===== src/rtl/srmt_pkg.sv =====
package srmt_pkg;

  localparam int unsigned IdW         = 16;
  localparam int unsigned OpW         = 2;
  localparam int unsigned StatusW     = 2;
  localparam int unsigned CountOutW   = 5;
  localparam int unsigned MaxMembersDef = 16;

  typedef enum logic [OpW-1:0] {
    OP_INSERT = 2'd0,
    OP_REMOVE = 2'd1,
    OP_TEST   = 2'd2,
    OP_NEIGH  = 2'd3
  } srmt_op_e;

  typedef enum logic [StatusW-1:0] {
    ST_OK     = 2'd0,
    ST_FULL   = 2'd1,
    ST_DUP    = 2'd2,
    ST_ABSENT = 2'd3
  } srmt_status_e;

  // Command broadcast to every cell of the chain
  typedef struct packed {
    logic           upd;  // apply a shift this cycle
    logic           ins;  // 1: insert (shift right), 0: remove (shift left)
    logic [IdW-1:0] id;   // identifier under test
  } srmt_cmd_t;

endpackage


===== src/rtl/srmt_in_if.sv =====
interface srmt_in_if import srmt_pkg::*; ();
  logic           valid;
  logic           ready;
  logic [OpW-1:0] operation;
  logic [IdW-1:0] member_id;

  modport source (output valid, output operation, output member_id, input ready);
  modport sink (input valid, input operation, input member_id, output ready);
endinterface


===== src/rtl/srmt_out_if.sv =====
interface srmt_out_if import srmt_pkg::*; ();
  logic                 valid;
  logic                 ready;
  logic [StatusW-1:0]   status;
  logic                 present;
  logic                 pred_valid;
  logic [IdW-1:0]       predecessor;
  logic                 succ_valid;
  logic [IdW-1:0]       successor;
  logic [CountOutW-1:0] member_count;

  modport source (output valid, output status, output present, output pred_valid,
                  output predecessor, output succ_valid, output successor,
                  output member_count, input ready);
  modport sink (input valid, input status, input present, input pred_valid,
                input predecessor, input succ_valid, input successor,
                input member_count, output ready);
endinterface


===== src/rtl/sorted_ring_member_table_top.sv =====
// An item is accepted in the idle state; its result is registered in the
// evaluate state that follows, once the output register is free. No item is
// taken in the evaluate state, where all cells of the chain compare and shift
// at once. The next item is taken while a result still waits in the output
// register. Reset (asynchronous, active low) empties the table; entry contents
// are not cleared, as only entries below the member count are ever read.
module sorted_ring_member_table_top import srmt_pkg::*; #(
  parameter int unsigned MaxMembers = MaxMembersDef
) (
  input  logic        clk_i,
  input  logic        rst_ni,
  srmt_in_if.sink     in_i,
  srmt_out_if.source  out_o
);

  localparam int unsigned CntW = $clog2(MaxMembers + 1);

  typedef enum logic [1:0] {
    S_IDLE = 2'b01,
    S_EVAL = 2'b10
  } state_e;

  state_e         state_q, state_d;
  logic [OpW-1:0] op_q;
  logic [IdW-1:0] id_q;
  logic [CntW-1:0] count_q, count_d;

  logic                 out_valid_q, out_valid_d;
  logic [StatusW-1:0]   status_q, status_d;
  logic                 present_q, pv_q, pv_d, sv_q, sv_d;
  logic [IdW-1:0]       pred_q, pred_d, succ_q, succ_d;
  logic [CntW-1:0]      mcount_q;

  srmt_cmd_t      cmd;
  logic [IdW-1:0] val [MaxMembers];
  logic [MaxMembers-1:0] occ, lt, eq, last, pred_sel, succ_sel;
  logic present, eq_last, go, ins_ok, rem_ok;
  logic [CntW+CountOutW-1:0] count_ext;

  // Occupancy as a thermometer of the count; last marks the top entry
  always_comb begin
    for (int i = 0; i < MaxMembers; i++) begin
      occ[i] = CntW'(i) < count_q;
    end
    for (int i = 0; i < MaxMembers; i++) begin
      last[i] = occ[i] && ((i == MaxMembers - 1) ? 1'b1 : !occ[(i + 1) % MaxMembers]);
    end
  end

  assign present = |eq;
  assign eq_last = |(eq & last);
  assign go      = (state_q == S_EVAL) && (!out_valid_q || out_o.ready);
  assign ins_ok  = (op_q == OP_INSERT) && !present && (count_q < CntW'(MaxMembers));
  assign rem_ok  = (op_q == OP_REMOVE) && present;

  assign cmd.upd = go && (ins_ok || rem_ok);
  assign cmd.ins = (op_q == OP_INSERT);
  assign cmd.id  = id_q;

  for (genvar g = 0; g < MaxMembers; g++) begin : g_cell
    logic           left_lt;
    logic [IdW-1:0] left_val, right_val;
    if (g == 0) begin : g_first
      assign left_lt  = 1'b1;
      assign left_val = id_q;
    end else begin : g_mid
      assign left_lt  = lt[g-1];
      assign left_val = val[g-1];
    end
    if (g == MaxMembers - 1) begin : g_end
      assign right_val = val[g];
    end else begin : g_inner
      assign right_val = val[g+1];
    end
    srmt_cell u_cell (
      .clk_i       (clk_i),
      .cmd_i       (cmd),
      .occ_i       (occ[g]),
      .left_lt_i   (left_lt),
      .left_val_i  (left_val),
      .right_val_i (right_val),
      .val_o       (val[g]),
      .lt_o        (lt[g]),
      .eq_o        (eq[g])
    );
  end

  // Neighbour selection: one-hot over the occupied cells, wrapping at both ends
  always_comb begin
    for (int i = 0; i < MaxMembers; i++) begin
      pred_sel[i] = (eq[0] && last[i]) ||
                    ((i < MaxMembers - 1) ? eq[(i + 1) % MaxMembers] : 1'b0);
      succ_sel[i] = (i == 0) ? eq_last : (occ[i] && eq[(i + MaxMembers - 1) % MaxMembers]);
    end
  end

  always_comb begin
    pred_d = '0;
    succ_d = '0;
    pv_d   = 1'b0;
    sv_d   = 1'b0;
    if (op_q == OP_NEIGH && present) begin
      pv_d = count_q >= CntW'(2);
      sv_d = count_q >= CntW'(3);
    end
    for (int i = 0; i < MaxMembers; i++) begin
      pred_d = pred_d | (pred_sel[i] && pv_d ? val[i] : '0);
      succ_d = succ_d | (succ_sel[i] && sv_d ? val[i] : '0);
    end
  end

  always_comb begin
    status_d = ST_OK;
    case (op_q)
      OP_INSERT: begin
        if (present) status_d = ST_DUP;
        else if (!ins_ok) status_d = ST_FULL;
      end
      OP_REMOVE, OP_TEST, OP_NEIGH: begin
        if (!present) status_d = ST_ABSENT;
      end
      default: status_d = ST_OK;
    endcase
  end

  always_comb begin
    count_d = count_q;
    if (go && ins_ok) count_d = count_q + CntW'(1);
    else if (go && rem_ok) count_d = count_q - CntW'(1);
  end

  always_comb begin
    state_d = state_q;
    case (state_q)
      S_IDLE: if (in_i.valid) state_d = S_EVAL;
      S_EVAL: if (go) state_d = S_IDLE;
      default: state_d = S_IDLE;
    endcase
  end

  always_comb begin
    out_valid_d = out_valid_q;
    if (out_valid_q && out_o.ready) out_valid_d = 1'b0;
    if (go) out_valid_d = 1'b1;
  end

  always_ff @(posedge clk_i or negedge rst_ni) begin
    if (!rst_ni) begin
      state_q     <= S_IDLE;
      count_q     <= '0;
      out_valid_q <= 1'b0;
    end else begin
      state_q     <= state_d;
      count_q     <= count_d;
      out_valid_q <= out_valid_d;
    end
  end

  // Hold the accepted beat and the registered result
  always_ff @(posedge clk_i) begin
    if (in_i.valid && in_i.ready) begin
      op_q <= in_i.operation;
      id_q <= in_i.member_id;
    end
    if (go) begin
      status_q  <= status_d;
      present_q <= present;
      pv_q      <= pv_d;
      sv_q      <= sv_d;
      pred_q    <= pred_d;
      succ_q    <= succ_d;
      mcount_q  <= count_d;
    end
  end

  assign count_ext = {{CountOutW{1'b0}}, mcount_q};

  assign in_i.ready         = (state_q == S_IDLE);
  assign out_o.valid        = out_valid_q;
  assign out_o.status       = status_q;
  assign out_o.present      = present_q;
  assign out_o.pred_valid   = pv_q;
  assign out_o.predecessor  = pred_q;
  assign out_o.succ_valid   = sv_q;
  assign out_o.successor    = succ_q;
  assign out_o.member_count = count_ext[CountOutW-1:0];

  a_count_bound: assert property (@(posedge clk_i) disable iff (!rst_ni)
    count_q <= CntW'(MaxMembers))
    else $error("member count above table depth");

  a_accept_eval: assert property (@(posedge clk_i) disable iff (!rst_ni)
    in_i.valid && in_i.ready |=> state_q == S_EVAL)
    else $error("accepted beat not evaluated next cycle");

  a_succ_needs_pred: assert property (@(posedge clk_i) disable iff (!rst_ni)
    out_valid_q && sv_q |-> pv_q && present_q && mcount_q >= CntW'(3))
    else $error("successor reported without predecessor or enough members");

  a_count_step: assert property (@(posedge clk_i) disable iff (!rst_ni)
    go && ins_ok |=> count_q == $past(count_q) + CntW'(1))
    else $error("insert did not advance the count");

endmodule


===== src/rtl/srmt_cell.sv =====
module srmt_cell import srmt_pkg::*; (
  input  logic           clk_i,
  input  srmt_cmd_t      cmd_i,
  input  logic           occ_i,
  input  logic           left_lt_i,
  input  logic [IdW-1:0] left_val_i,
  input  logic [IdW-1:0] right_val_i,
  output logic [IdW-1:0] val_o,
  output logic           lt_o,
  output logic           eq_o
);

  logic [IdW-1:0] val_q, val_d;

  assign lt_o  = occ_i && (val_q < cmd_i.id);
  assign eq_o  = occ_i && (val_q == cmd_i.id);
  assign val_o = val_q;

  always_comb begin
    val_d = val_q;
    if (cmd_i.upd && !lt_o) begin
      if (cmd_i.ins) begin
        // first cell not below the id takes it, the rest take the left value
        val_d = left_lt_i ? cmd_i.id : left_val_i;
      end else begin
        val_d = right_val_i;
      end
    end
  end

  always_ff @(posedge clk_i) begin
    val_q <= val_d;
  end

endmodule


===== src/flat_wrapper.sv =====
// flat-port wrapper written by rule: the top's interface ports become plain ports
module sorted_ring_member_table_top_flat import srmt_pkg::*;
#(
  parameter int unsigned MaxMembers = MaxMembersDef
)
  (clk_i, rst_ni, in_i_valid, in_i_operation, in_i_member_id, in_i_ready, out_o_valid, out_o_status, out_o_present, out_o_pred_valid, out_o_predecessor, out_o_succ_valid, out_o_successor, out_o_member_count, out_o_ready);
  srmt_in_if in_i_i ();
  srmt_out_if out_o_i ();
  input  logic clk_i;
  input  logic rst_ni;
  input wire logic [$bits(in_i_i.valid)-1:0] in_i_valid;
  input wire logic [$bits(in_i_i.operation)-1:0] in_i_operation;
  input wire logic [$bits(in_i_i.member_id)-1:0] in_i_member_id;
  output wire logic [$bits(in_i_i.ready)-1:0] in_i_ready;
  output wire logic [$bits(out_o_i.valid)-1:0] out_o_valid;
  output wire logic [$bits(out_o_i.status)-1:0] out_o_status;
  output wire logic [$bits(out_o_i.present)-1:0] out_o_present;
  output wire logic [$bits(out_o_i.pred_valid)-1:0] out_o_pred_valid;
  output wire logic [$bits(out_o_i.predecessor)-1:0] out_o_predecessor;
  output wire logic [$bits(out_o_i.succ_valid)-1:0] out_o_succ_valid;
  output wire logic [$bits(out_o_i.successor)-1:0] out_o_successor;
  output wire logic [$bits(out_o_i.member_count)-1:0] out_o_member_count;
  input wire logic [$bits(out_o_i.ready)-1:0] out_o_ready;
  assign in_i_i.valid = in_i_valid;
  assign in_i_i.operation = in_i_operation;
  assign in_i_i.member_id = in_i_member_id;
  assign in_i_ready = in_i_i.ready;
  assign out_o_valid = out_o_i.valid;
  assign out_o_status = out_o_i.status;
  assign out_o_present = out_o_i.present;
  assign out_o_pred_valid = out_o_i.pred_valid;
  assign out_o_predecessor = out_o_i.predecessor;
  assign out_o_succ_valid = out_o_i.succ_valid;
  assign out_o_successor = out_o_i.successor;
  assign out_o_member_count = out_o_i.member_count;
  assign out_o_i.ready = out_o_ready;
  sorted_ring_member_table_top #(.MaxMembers(MaxMembers)) u_core (.clk_i(clk_i), .rst_ni(rst_ni), .in_i(in_i_i), .out_o(out_o_i));
endmodule

===== config.mk =====
export PLATFORM = sky130hd
export DESIGN_NAME = sorted_ring_member_table_top_flat
export DESIGN_NICKNAME = d
export VERILOG_FILES = /design/src/rtl/srmt_pkg.sv /design/src/rtl/srmt_in_if.sv /design/src/rtl/srmt_out_if.sv /design/src/rtl/sorted_ring_member_table_top.sv /design/src/rtl/srmt_cell.sv /design/src/flat_wrapper.sv
export SDC_FILE = /design/constraint.sdc
export NUM_CORES = 1
export LEC_CHECK = 0
export CAP_MARGIN = 20
export CORE_MARGIN = 1
export CORE_UTILIZATION = 45
export CTS_BUF_LIST = sky130_fd_sc_hd__clkbuf_8 sky130_fd_sc_hd__clkbuf_16
export DETAILED_ROUTE_END_ITERATION = 8
export DONT_BUFFER_PORTS = 1
export MAX_ROUTING_LAYER = met4
export SYNTH_ARGS = -nofsm -noshare
export SYNTH_HDL_FRONTEND = slang
export SYNTH_HIERARCHICAL = 1
export SYNTH_SLANG_ARGS = --single-unit
export TNS_END_PERCENT = 100

===== constraint.sdc =====
create_clock -name clk_i -period 9.3 [get_ports clk_i]
set_input_delay 0.93 -clock clk_i [delete_from_list [all_inputs] [get_ports clk_i]]
set_output_delay 0.93 -clock clk_i [all_outputs]
set_load 0.02 [all_outputs]

Word-level counts from Yosys, hierarchy flattened
Index checks and enable logic that the tools add are counted.
{"block": "totals", "word_cells": 387, "output_inout_bits": 44, "inputBits": 22, "ff_bits": 324}
{"block": "classes", "n_reduce_logical": 193, "bitwise_logic": 31, "mux": 75, "eq_ne": 23, "n_lt_le_gt_ge": 35, "add_sub_neg": 2}
{"op": "2-to-1 mux 16 bit", "n": 62}
{"op": "OR 16 bit", "n": 30}
{"op": "equality test 16 bit", "n": 16}
{"op": "< comparator 16 bit", "n": 16}
{"op": "logical AND 1 bit", "n": 136}
{"op": "< comparator 4 x 5 -> 1 bit, first input constant", "n": 8}
{"op": "logical NOT 1 bit", "n": 33}
{"op": "OR reduction 16 bit", "n": 2}
{"op": "< comparator 3 x 5 -> 1 bit, first input constant", "n": 4}
{"op": "logical OR 1 bit", "n": 17}
{"op": "AND 16 bit", "n": 1}
{"op": "greater-or-equal comparator 5 x 2 -> 1 bit, second input constant", "n": 2}
{"op": "< comparator 1 x 5 -> 1 bit, first input constant", "n": 2}
{"op": "< comparator 2 x 5 -> 1 bit, first input constant", "n": 2}
{"op": "2-to-1 mux 5 bit", "n": 2}
{"op": "2-to-1 mux 2 bit", "n": 4}
{"op": "one-hot mux 2 bit (2 select lines)", "n": 2}
{"op": "equality test 2 bit, second input constant", "n": 3}
{"op": "adder 5 x 1 -> 5 bit, second input constant", "n": 1}
{"op": "< comparator 5 bit, second input constant", "n": 1}
{"op": "2-to-1 mux 1 bit", "n": 5}
{"op": "subtractor 5 x 1 -> 5 bit, second input constant", "n": 1}
{"op": "equality test 2 x 1 -> 1 bit, second input constant", "n": 2}
{"op": "AND reduction 2 bit", "n": 2}
{"op": "other kinds (5)", "n": 5}

Longest topological paths before layout
{"block": "depth", "ltp_word": 22, "ltp_mapped": 18, "depth_no_buf": 16}

Cells and area by module
The synthesis kept the hierarchy.
{"module": "srmt_cell at u_core.g_cell[0].u_cell ...", "area_each_um2": 1244.9, "cells_per_inst": 130, "seq_area_each_um2": 480.5, "n_inst": 8}
{"module": "srmt_cell at u_core.g_cell[2].u_cell ...", "area_each_um2": 1222.4, "cells_per_inst": 126, "seq_area_each_um2": 480.5, "n_inst": 8}
{"module": "sorted_ring_member_table_top", "area_each_um2": 6884.1, "cells_per_inst": 800, "seq_area_each_um2": 2003.2, "n_inst": 1}

Worst setup path after synthesis
Ideal clock, no wire load.
{"block": "synth_timing", "path_kind": "input to register", "start": "in out_o_ready", "end": "reg u_core.g_cell[0].u_cell.val_q[0] (enable)", "setup_slack_ns": 4.405, "setup_time_ns": 0.380, "arrival_time_ns": 4.515, "cell_stages": 7, "required_time_ns": 8.920, "path_buffers": 1, "path_cell_list": "nand2b_1 > nor2b_1 > and4b_1 > clkbuf_1 > or2_2 > inv_1 > a41oi_2"}
{"item": "start, declared", "line_no": "flat_wrapper.sv:23", "source": "input wire logic [$bits(out_o_i.ready)-1:0] out_o_ready;"}
{"item": "end signal, assigned", "line_no": "srmt_cell.sv:32", "source": "val_q <= val_d;"}
{"item": "end, declared", "line_no": "srmt_cell.sv:13", "source": "logic [IdW-1:0] val_q, val_d;"}

==> results.tsv <==
metric	value	unit
final_nets	3099	
p_per_area	164	nW/um2
ant_nets	0	
fin_ws	3.31	ns
routed_wirelength	143	mm
finalHoldViolations	0	
dieHeight	245	um
post_cts_buffers	0	
status	complete, no violations	
dr.pass1.iters	9	
dieArea	60100	um2
core-area	58000	um2
cts-root-buf	clkbuf_16	
wl_per_cell	39.5	um
start_util	0.459	
clock_latency	0.60	ns
port_buffers	0	
num_vias	25900	
cp.arrival	6.19	ns
drc	0	
fmaxAchievable	167	MHz
track_usage	0.481	
cts_tree	built	
dp_hpwl	99.7	mm
drt_iter0_markers	3985	
crit_required	9.50	ns
drive_gt1_frac	0.0762	
overflow	0	
fin_area	28900	um2
static-leakage-power	12.0	nW
grt_pass1_vias	24100	
syn_area	26600	um2
die_w	245	um
clkSinkCount	324	
holdBufCountCts	0	
cts_resized	0	
clock_skew	0.0390	ns
multi_input_area	15200	um2
placed_area	27600	um2
rsz0062_at_grt	no	
hold_class	input port to async pin	
period_share	0.644	
vias_per_cell	7.17	
grt_pass1_wl	193	mm
grt_max_degree	239	
ys.warnings.count	6	
cp-end-kind	flop	
setup_viol	0	
place_ws	3.49	ns
startpoint_type	flop	
tightest_slew	1.28	ns
crit_type	flop to flop	
maxSlewViolCount	0	
timing.hold.ws	0.0525	ns
cts-buffers-inserted	39	
totalNegativeSetupSlack	0	ns
cts_max_level	2	
gp_congestion	1.05	
crit_fanout	26	
layout_min_cycle_time	5.99	ns
regArea	9690	um2
antenna_found_initial	8	
maxSlewHeadroom	0.145	
io_pins	66	
synthCells	2847	
clkTransAtPathRegs	0.06	ns
cts_max_path_buffers	3	
synth_nets	3129	
cap_violations	0	
syn_avg_cell_area	9.35	um2
fillerInstances	5329	
row_count	88	
peakVddDrop	0.192	mV
area_growth	8.51	%
## worst paths after layout
| path | endpoint | depth (start not counted) | startpoint | slack, ns |
|---|---|---|---|---|
| hold / removal | u_core/count_q[3] | 0 | rst_ni | 0.05 |
| max in group asynchronous | u_core/state_q[0] | 0 | rst_ni | 9.07 |
| min in group clk_i | u_core/op_q[0] | 0 | in_i_operation[0] | 0.45 |
| setup / recovery | u_core/g_cell[0].u_cell/val_o[5] | 15 | u_core/count_q[0] | 3.31 |
| hold reg to reg | u_core/out_o.valid | 2 | u_core/state_q[1] | 0.59 |
| setup reg to reg | u_core/g_cell[0].u_cell/val_o[5] | 15 | u_core/count_q[0] | 3.31 |
## state kept, by name (all words and copies together) (netlist names), 2 cells and up
signal	flops
u_core/g_cell.u_cell/val_o	256
u_core/count_q	5
u_core/out_o.predecessor	16
u_core/state_q	2
u_core/g_cell.left_val	16
u_core/op_q	2
u_core/out_o.status	2
u_core/out_o.successor	16
u_core/out_o.member_count	5
## worst max-delay path, stage by stage (launching register included)
cell and delay (ns):
dfrtp_1 1.03, ha_1 0.37, nand3b_1 0.17, nand2_1 0.19
and4_1 0.28, and3_1 0.18, buf_4 0.24, nor4_1 0.32
nand4_1 0.34, inv_1 0.14, ha_1 0.14, nor2b_1 0.21
and2_1 0.24, or2_2 0.77, inv_1 0.14, a41oi_2 0.85
## cells in the final DEF, fill, tap and decap left out, types with 8 or more instances in the layout
cell type	instances
a21oi_1	380
edfxtp_1	316
nor2_1	289
inv_1	279
ha_1	260
mux2i_1	256
nand2_1	139
a22oi_1	122
buf_4	81
nand4_1	67
nand3_1	47
o21ai_0	47
a221oi_1	42
clkbuf_16	40
a31oi_1	36
a22o_1	32
a222oi_1	27
a21o_1	23
and2_1	22
and3_1	22
a2111o_1	21
and4_1	20
nor2b_1	18
o211ai_1	16
clkinv_1	15
nand2b_1	13
nor3_1	12
a211oi_1	11
nor4_2	11
nor4_1	10
clkinv_2	9
a21boi_1	9
nand4_2	8
nand2b_2	8
a41oi_2	8
a211o_1	8
o41a_1	8
## layout make-up
| cell class | instances | area share |
|---|---|---|
| Inverter | 282 | 0.0367 |
| Timing Repair Buffer | 83 | 0.0219 |
| Clock buffer | 40 | 0.0347 |
| Clock inverter | 31 | 0.0101 |
| Antenna cell | 7 | 0.000607 |
| Tap cell | 765 | 0.0331 |
| Sequential cell | 324 | 0.336 |
| Multi-Input combinational cell | 2087 | 0.527 |
## routing by layer
metal | vias to the layer above | GRT usage | part of all wire
met2 | 2147 | 0.664 | 0.41
li1 | 10700 | - | -
met4 | 0 | 0.313 | 0.079
met1 | 12500 | 0.610 | 0.38
met3 | 519 | 0.137 | 0.13
met5 | - | - | 0
## report_power, final
group | internal (mW) | switching (mW)
combinational | 0.497 | 0.891
sequential | 1.66 | 0.107
clock | 0.922 | 0.669
## stage by stage
stage          utilization  std cells  power [mW]
2_1_floorplan            -       2847        2.79
3_3_place_gp         0.475       3540        3.08
3_5_place_dp         0.475       3541        3.13
4_1_cts              0.497       3612        4.69
5_1_grt              0.498       3616        4.87
6_report             0.498       3619        4.75
Power figures use the tool's default switching activity.
